## src/rtl/tcpop_pkg.sv

```systemverilog
// Types and constants for the TCP options walker.
// Holds the transfer payload structs, the parse phase, option kinds and status codes.
// No dependencies.
package tcpop_pkg;

   typedef struct packed {
      logic [7:0]  opt_byte;
      logic [5:0]  area_len;
      logic [31:0] sack_base;
   } req_payload_type;

   typedef struct packed {
      logic [1:0]  result_kind;
      logic [15:0] mss_value;
      logic [31:0] sack_left;
      logic [31:0] sack_right;
      logic [2:0]  stop_status;
      logic        result_last;
   } rsp_payload_type;

   typedef enum logic [1:0] {
      PH_KIND,
      PH_LEN,
      PH_DATA,
      PH_STOP
   } phase_type;

   localparam logic [1:0] RK_MSS  = 2'd0;
   localparam logic [1:0] RK_SACK = 2'd1;
   localparam logic [1:0] RK_END  = 2'd2;

   localparam logic [2:0] ST_CONSUMED  = 3'd0;
   localparam logic [2:0] ST_EOL       = 3'd1;
   localparam logic [2:0] ST_UNKNOWN   = 3'd2;
   localparam logic [2:0] ST_NO_LEN    = 3'd3;
   localparam logic [2:0] ST_BAD_FIXED = 3'd4;
   localparam logic [2:0] ST_OVERRUN   = 3'd5;
   localparam logic [2:0] ST_BAD_SACK  = 3'd6;

   localparam logic [7:0] KIND_EOL     = 8'd0;
   localparam logic [7:0] KIND_NOP     = 8'd1;
   localparam logic [7:0] KIND_MSS     = 8'd2;
   localparam logic [7:0] KIND_WSCALE  = 8'd3;
   localparam logic [7:0] KIND_SACK_OK = 8'd4;
   localparam logic [7:0] KIND_SACK    = 8'd5;
   localparam logic [7:0] KIND_TSTAMP  = 8'd8;

   function automatic logic [7:0] fixed_len_of(input logic [7:0] kind);
      logic [7:0] len;
      case (kind)
         KIND_MSS:     len = 8'd4;
         KIND_WSCALE:  len = 8'd3;
         KIND_SACK_OK: len = 8'd2;
         KIND_TSTAMP:  len = 8'd10;
         default:      len = 8'd0;
      endcase
      return len;
   endfunction

endpackage

```

## src/rtl/tcp_option_parser_core.sv

```systemverilog
// Top level of the TCP options walker: parse state and a four-entry result queue.
// Depends on tcpop_pkg.

// The block takes one options byte per cycle while req_ready is high and walks the
// options in a single pass of logic per byte, writing the zero, one or two results
// that a byte causes into a four-entry result queue. A result is registered in the
// queue when its byte is transferred and reaches the rsp_ channel once the results
// ahead of it are taken. req_ready stays high while at least two queue entries are
// free, so with the result side taking one transfer per cycle a byte is accepted
// every cycle; an area's last byte completing an MSS value or SACK block yields two.
module tcp_option_parser_core
   import tcpop_pkg::*;
#(
   parameter int MAX_AREA_BYTES = 40
) (
   input  logic            clock,
   input  logic            reset,
   input  logic            req_valid,
   output logic            req_ready,
   input  req_payload_type req_payload,
   output logic            rsp_valid,
   input  logic            rsp_ready,
   output rsp_payload_type rsp_payload
);

   localparam logic [5:0] MaxLen = 6'(MAX_AREA_BYTES);

   logic [5:0]  byte_offset_ff, byte_offset_in;
   phase_type   phase_ff, phase_in;
   logic [7:0]  kind_ff, kind_in;
   logic [7:0]  opt_len_ff, opt_len_in;
   logic [7:0]  bio_ff, bio_in;
   logic [31:0] gather_ff, gather_in;
   logic [31:0] left_ff, left_in;
   logic [2:0]  status_ff, status_in;
   logic [5:0]  latched_len_ff, latched_len_in;
   logic [31:0] latched_base_ff, latched_base_in;

   rsp_payload_type queue_ff [4];
   logic [1:0]  wr_ptr_ff, rd_ptr_ff;
   logic [2:0]  count_ff;

   logic        accept, pop;
   logic [5:0]  len_sat;
   logic [7:0]  b;
   logic        last;
   phase_type   phase_cur;
   logic [2:0]  status_cur;
   logic [7:0]  expect_len;
   logic        emit_mss, emit_sack;
   rsp_payload_type res0, res1;
   logic [1:0]  n_res;

   assign accept = req_valid && req_ready;
   assign pop    = rsp_valid && rsp_ready;
   assign b      = req_payload.opt_byte;

   always_comb begin
      if (req_payload.area_len == 6'd0) begin
         len_sat = 6'd1;
      end else if (req_payload.area_len > MaxLen) begin
         len_sat = MaxLen;
      end else begin
         len_sat = req_payload.area_len;
      end
   end

   // Next state of the walker for the byte on the input.
   always_comb begin
      byte_offset_in  = byte_offset_ff;
      kind_in         = kind_ff;
      opt_len_in      = opt_len_ff;
      bio_in          = bio_ff;
      gather_in       = gather_ff;
      left_in         = left_ff;
      latched_len_in  = latched_len_ff;
      latched_base_in = latched_base_ff;
      phase_cur       = phase_ff;
      status_cur      = status_ff;
      expect_len      = fixed_len_of(kind_ff);
      if (byte_offset_ff == 6'd0) begin
         latched_len_in  = len_sat;
         latched_base_in = req_payload.sack_base;
         status_cur      = ST_CONSUMED;
         phase_cur       = PH_KIND;
      end
      last = ({1'b0, byte_offset_ff} + 7'd1) >= {1'b0, latched_len_in};
      phase_in  = phase_cur;
      status_in = status_cur;

      case (phase_cur)
         PH_KIND: begin
            kind_in   = b;
            bio_in    = 8'd0;
            gather_in = 32'd0;
            if (b == KIND_NOP) begin
               phase_in = PH_KIND;
            end else if (b == KIND_EOL) begin
               status_in = ST_EOL;
               phase_in  = PH_STOP;
            end else if (b inside {KIND_MSS, KIND_WSCALE, KIND_SACK_OK,
                                   KIND_SACK, KIND_TSTAMP}) begin
               if (last) begin
                  status_in = ST_NO_LEN;
                  phase_in  = PH_STOP;
               end else begin
                  phase_in = PH_LEN;
               end
            end else begin
               status_in = ST_UNKNOWN;
               phase_in  = PH_STOP;
            end
         end
         PH_LEN: begin
            opt_len_in = b;
            bio_in     = 8'd1;
            if (expect_len != 8'd0 && b != expect_len) begin
               status_in = ST_BAD_FIXED;
               phase_in  = PH_STOP;
            end else if (kind_ff == KIND_SACK && b < 8'd2) begin
               status_in = ST_BAD_SACK;
               phase_in  = PH_STOP;
            end else if (({3'd0, byte_offset_ff} + {1'b0, b}) >
                         ({3'd0, latched_len_in} + 9'd1)) begin
               status_in = ST_OVERRUN;
               phase_in  = PH_STOP;
            end else if (b == 8'd2) begin
               phase_in = PH_KIND;
            end else begin
               phase_in = PH_DATA;
            end
         end
         PH_DATA: begin
            bio_in    = bio_ff + 8'd1;
            gather_in = {gather_ff[23:0], b};
            if (kind_ff == KIND_SACK && bio_in == 8'd5) begin
               left_in = gather_in;
            end
            if (({1'b0, bio_in} + 9'd1) >= {1'b0, opt_len_ff}) begin
               phase_in = PH_KIND;
            end
         end
         default: begin
            phase_in = PH_STOP;
         end
      endcase

      if (last) begin
         byte_offset_in = 6'd0;
      end else begin
         byte_offset_in = byte_offset_ff + 6'd1;
      end
   end

   // Results caused by the byte on the input.
   always_comb begin
      emit_mss  = (phase_cur == PH_DATA) && (kind_ff == KIND_MSS) && (bio_in == 8'd3);
      emit_sack = (phase_cur == PH_DATA) && (kind_ff == KIND_SACK) && (bio_in == 8'd9);

      res0 = '0;
      res1 = '0;
      if (emit_mss) begin
         res0.result_kind = RK_MSS;
         res0.mss_value   = gather_in[15:0];
      end else if (emit_sack) begin
         res0.result_kind = RK_SACK;
         res0.sack_left   = left_ff - latched_base_in;
         res0.sack_right  = gather_in - latched_base_in;
      end

      res1.result_kind = RK_END;
      res1.stop_status = (phase_in == PH_STOP) ? status_in : ST_CONSUMED;
      res1.result_last = 1'b1;

      if (emit_mss || emit_sack) begin
         if (last) begin
            n_res = 2'd2;
         end else begin
            n_res            = 2'd1;
            res0.result_last = 1'b1;
         end
      end else if (last) begin
         n_res = 2'd1;
         res0  = res1;
      end else begin
         n_res = 2'd0;
      end
   end

   always_ff @(posedge clock) begin
      if (reset) begin
         byte_offset_ff  <= '0;
         phase_ff        <= PH_KIND;
         kind_ff         <= '0;
         opt_len_ff      <= '0;
         bio_ff          <= '0;
         gather_ff       <= '0;
         left_ff         <= '0;
         status_ff       <= '0;
         latched_len_ff  <= '0;
         latched_base_ff <= '0;
      end else if (accept) begin
         byte_offset_ff  <= byte_offset_in;
         latched_len_ff  <= latched_len_in;
         latched_base_ff <= latched_base_in;
         if (last) begin
            phase_ff  <= PH_KIND;
            kind_ff   <= '0;
            opt_len_ff <= '0;
            bio_ff    <= '0;
            gather_ff <= '0;
            left_ff   <= '0;
            status_ff <= '0;
         end else begin
            phase_ff   <= phase_in;
            kind_ff    <= kind_in;
            opt_len_ff <= opt_len_in;
            bio_ff     <= bio_in;
            gather_ff  <= gather_in;
            left_ff    <= left_in;
            status_ff  <= status_in;
         end
      end
   end

   always_ff @(posedge clock) begin
      if (accept && n_res != 2'd0) begin
         queue_ff[wr_ptr_ff] <= res0;
         if (n_res == 2'd2) begin
            queue_ff[wr_ptr_ff + 2'd1] <= res1;
         end
      end
   end

   always_ff @(posedge clock) begin
      if (reset) begin
         wr_ptr_ff <= '0;
         rd_ptr_ff <= '0;
         count_ff  <= '0;
      end else begin
         if (accept) begin
            wr_ptr_ff <= wr_ptr_ff + n_res;
         end
         if (pop) begin
            rd_ptr_ff <= rd_ptr_ff + 2'd1;
         end
         count_ff <= count_ff + (accept ? {1'b0, n_res} : 3'd0) - {2'd0, pop};
      end
   end

   assign req_ready   = count_ff <= 3'd2;
   assign rsp_valid   = count_ff != 3'd0;
   assign rsp_payload = queue_ff[rd_ptr_ff];

endmodule
```

## config.mk

```make
export PLATFORM = sky130hd
export DESIGN_NAME = tcp_option_parser_core
export DESIGN_NICKNAME = d
export VERILOG_FILES = /design/src/rtl/tcpop_pkg.sv /design/src/rtl/tcp_option_parser_core.sv
export SDC_FILE = /design/constraint.sdc
export NUM_CORES = 1
export LEC_CHECK = 0
export ABC_AREA = 1
export BUFFER_PORTS_ARGS = -buffer_cell sky130_fd_sc_hd__buf_2
export CAP_MARGIN = 40
export CORE_ASPECT_RATIO = 0.8
export CORE_MARGIN = 1
export CORE_UTILIZATION = 30
export CTS_BUF_LIST = sky130_fd_sc_hd__clkbuf_2
export DETAILED_ROUTE_END_ITERATION = 8
export SETUP_SLACK_MARGIN = 0.15
export SYNTH_ARGS = -nofsm -noshare
export SYNTH_HDL_FRONTEND = slang
export SYNTH_SLANG_ARGS = --single-unit
```

## constraint.sdc

```tcl
create_clock -name clock -period 10.74 [get_ports clock]
set_input_delay 2.148 -clock clock [delete_from_list [all_inputs] [get_ports clock]]
set_output_delay 2.148 -clock clock [all_outputs]
set_load 0.02 [all_outputs]
```

==> out/metrics.cfg <==
[global_routing]
grt_pass1_wl_um = 133000
track_usage_pct = 19.9
grt_pass1_vias = 22586
gr-total-overflow = 0
grt_max_degree = 83
antenna_found_initial = 1

[setup_path]
endpoint_kind = flop
cp_num_buf_inv = 12
worstSetupPathType = reg -> reg
slowest_stage = buf_4
regToRegStartpoint = byte_offset_ff[0]$_SDFFE_PP0P_
cp_data_arrival_time_ps = 7560
cp_common_cell = inv_1
crit_required_ps = 11740
cp_max_fo = 64
reg2reg_slack_ps = 4180
critPathMaxStageDelay_ps = 520
crit_family = buffers and inverters
start_kind = flop
rr_endpoint = queue_ff[2][63]$_SDFFE_PP0P_
r2r_cells = 28

[clocking]
cts_tree = built
cts_resized = 0
cts-root-buf = clkbuf_2
path_clk_slew_ps = 100
hold_buffers = 0
clkLatencyLatePin_ps = 1250
cts_max_level = 3
clock_path_buffers = 3
numCtsBuffers = 120
cts_setup_buffers = 0
cts.sinks = 490

[power_and_ir_drop]
p_clk_share_pct = 23.6
switchingPower_w = 0.00231
netSwitchingFraction_pct = 43.8
p_leak_nw = 11.5
p_per_area_mw_per_mm2 = 189
power_frac_seq_pct = 37.0
power.internal_w = 0.00297
combPwrFrac_pct = 39.4
peakVddDrop_v = 0.0000969

[hold_path]
hp-start = rd_ptr_ff[0]$_SDFFE_PP0P_
hold_class = reg -> reg
hold_depth = 1

[sta]
tightest_slew_ps = 940
hold_slack_ps = 410
tns_ps = 0
hold_violations = 0
fin_crit_ps = 6560
fin_crit_sh_pct = 61.1
rsz0062_at_grt = false
fmax_mhz = 152
slew_headroom_pct = 37.3
slew_violations = 0
setup_viol = 0
fin_worst_skew_ps = 112

[floorplan]
initial_utilization_pct = 30.4
die_height_um = 261
dieArea_mm2 = 0.0850
die_x_um = 326
io_pins = 138
placement_rows = 94
design.core.area_mm2 = 0.0826

[route]
antenna_left = 0
drt_iter0_drc = 2475
vias_per_cell = 5.03
wl_per_cell_um = 17.6
vias = 24646
drt_drc_violations_left = 0
wl_um = 86200
drt_pass1_iterations = 5

[synth]
syn-instance-count = 3584
ys_ff_latch = 490
yosysWarningCount = 0
async_flop_share_pct = 0
synth.distinct_cells = 46
synth_fp_nets = 3741
synthFlopType = dfxtp_1
yosysSeqAreaShare_pct = 39.5
syn_avg_cell_area_um2 = 7.01
syn_area_mm2 = 0.0251
synth-edff-count = 12

[finish]
seq_area_mm2 = 0.00993
drive_above_1_share_pct = 11.6
fillCellCount = 9057
multiInputGateArea_mm2 = 0.0134
syn_to_final_growth_pct = 11.3
nets = 3855

[placed_design]
dp_hpwl_um = 59800
place.port_buffers = 137
routabilityCongestion = 0.972

[outcome]
status = complete, no violations

[run]
maxCapViolations = 0

## synth_stat cells (17+ instances only)
cell type | number | area [um2]
o22ai_1 | 110 | 688
xor2_1 | 34 | 298
inv_1 | 260 | 976
o211ai_1 | 34 | 255
nand4_1 | 28 | 175
o21ai_0 | 503 | 2520
nor3_1 | 22 | 110
o21ai_2 | 17 | 149
a21oi_1 | 201 | 1010
nand2_1 | 904 | 3390
mux2i_1 | 29 | 290
nand3_1 | 98 | 490
ha_1 | 103 | 1290
o21ai_1 | 69 | 345
clkbuf_1 | 161 | 604
dfxtp_1 | 478 | 9570
nor2_1 | 364 | 1370
## layout make-up
type / count / area share [%]
Clock inverter: 39 / 0.707
Tap cell: 1104 / 4.94
Inverter: 276 / 3.71
Multi-Input combinational cell: 2635 / 48.0
Antenna cell: 2 / 0.0179
Sequential cell: 490 / 35.5
Timing Repair Buffer: 175 / 3.96
Clock buffer: 174 / 3.11
## power groups by stage
stage                     combinational (W)  sequential [W]  clock (W)
final                               0.00208         0.00195    0.00125
after global routing                0.00230         0.00197    0.00139
after CTS                           0.00208         0.00195    0.00129
after detailed placement            0.00207         0.00199          0
after global placement              0.00204         0.00199          0
after floorplan                     0.00138         0.00198          0
## sequential cells by signal, summed over array words and instances (netlist names), 3 cells and up, named ones only
| signal | flops |
|---|---|
| status_ff | 3 |
| gather_ff | 32 |
| kind_ff | 8 |
| opt_len_ff | 8 |
| byte_offset_ff | 6 |
| latched_base_ff | 32 |
| left_ff | 32 |
| bio_ff | 8 |
| queue_ff | 344 |
| count_ff | 3 |
| latched_len_ff | 6 |
## metal layers
metal | track usage (%) | vias to the layer above | routed length (um)
li1 | - | 12245 | -
met1 | 28.0 | 11386 | 40000
met2 | 30.4 | 896 | 37400
met3 | 3.60 | 119 | 6450
met4 | 6.55 | 0 | 2340
met5 | 0 | - | 0
## kinds of logic after synthesis
kind of cell,share of synthesized area [%]
and+or+nand+nor,24.0
adders and majority gates,5.44
xor gates and xnor gates,1.57
muxes,1.15
buffers and inverters,7.13
AOI/OAI and AO/OA,21.2
DFF,39.5
## stage by stage
stage / total power [W] / worst slack, ps / instance area, um2 / util, % / std cells
after floorplan: 0.00336 / 5230 / 25100 / - / 3584
after detailed placement: 0.00407 / 3770 / 26900 / 32.6 / 4680
after CTS: 0.00532 / 4210 / 28000 / 33.9 / 4893
after global routing: 0.00565 / 3420 / 28000 / 33.9 / 4894
final: 0.00528 / 4180 / 28000 / 33.9 / 4895
after global placement: 0.00404 / 3860 / 26700 / 32.3 / 4672
## cells in the final DEF, fill, tap and decap left out, drive strengths merged, types with 12 or more instances in the layout
cell type	Yosys	final
or2	13	13
buf	22	175
ha	103	103
edfxtp	12	12
nor3	26	26
clkbuf	161	174
o21ai	589	589
inv	270	278
mux2i	29	29
o211ai	34	34
nand3	112	112
nand4	28	28
o22ai	110	110
xor2	34	34
nand2	908	908
a31oi	13	13
nor2	370	370
clkinv	6	36
a21oi	201	201
dfxtp	478	478
## worst register-to-register path, delay by kind of cell (launching register included)
kind / cells / cell delay (ps)
compound gates: 2 / 570
fa+ha+maj: 3 / 720
buf+inv: 12 / 2750
flops: 1 / 470
simple gates: 11 / 1900
## worst max-delay path by stage
stage | start | endpoint | slack, ps | cells after the start
after detailed placement | req_payload[36] | queue_ff[2][41]$_SDFFE_PP0P_ | 3770 | 28
after global routing | byte_offset_ff[0]$_SDFFE_PP0P_ | queue_ff[2][37]$_SDFFE_PP0P_ | 3420 | 28
after floorplan | req_payload[36] | count_ff[2]$_SDFF_PP0_ | 5230 | 25
after global placement | req_payload[32] | queue_ff[2][34]$_SDFFE_PP0P_ | 3860 | 28
final | byte_offset_ff[0]$_SDFFE_PP0P_ | queue_ff[2][63]$_SDFFE_PP0P_ | 4180 | 28
after CTS | byte_offset_ff[0]$_SDFFE_PP0P_ | queue_ff[2][37]$_SDFFE_PP0P_ | 4210 | 28
Note: power is estimated with default switching activity, not from simulation.
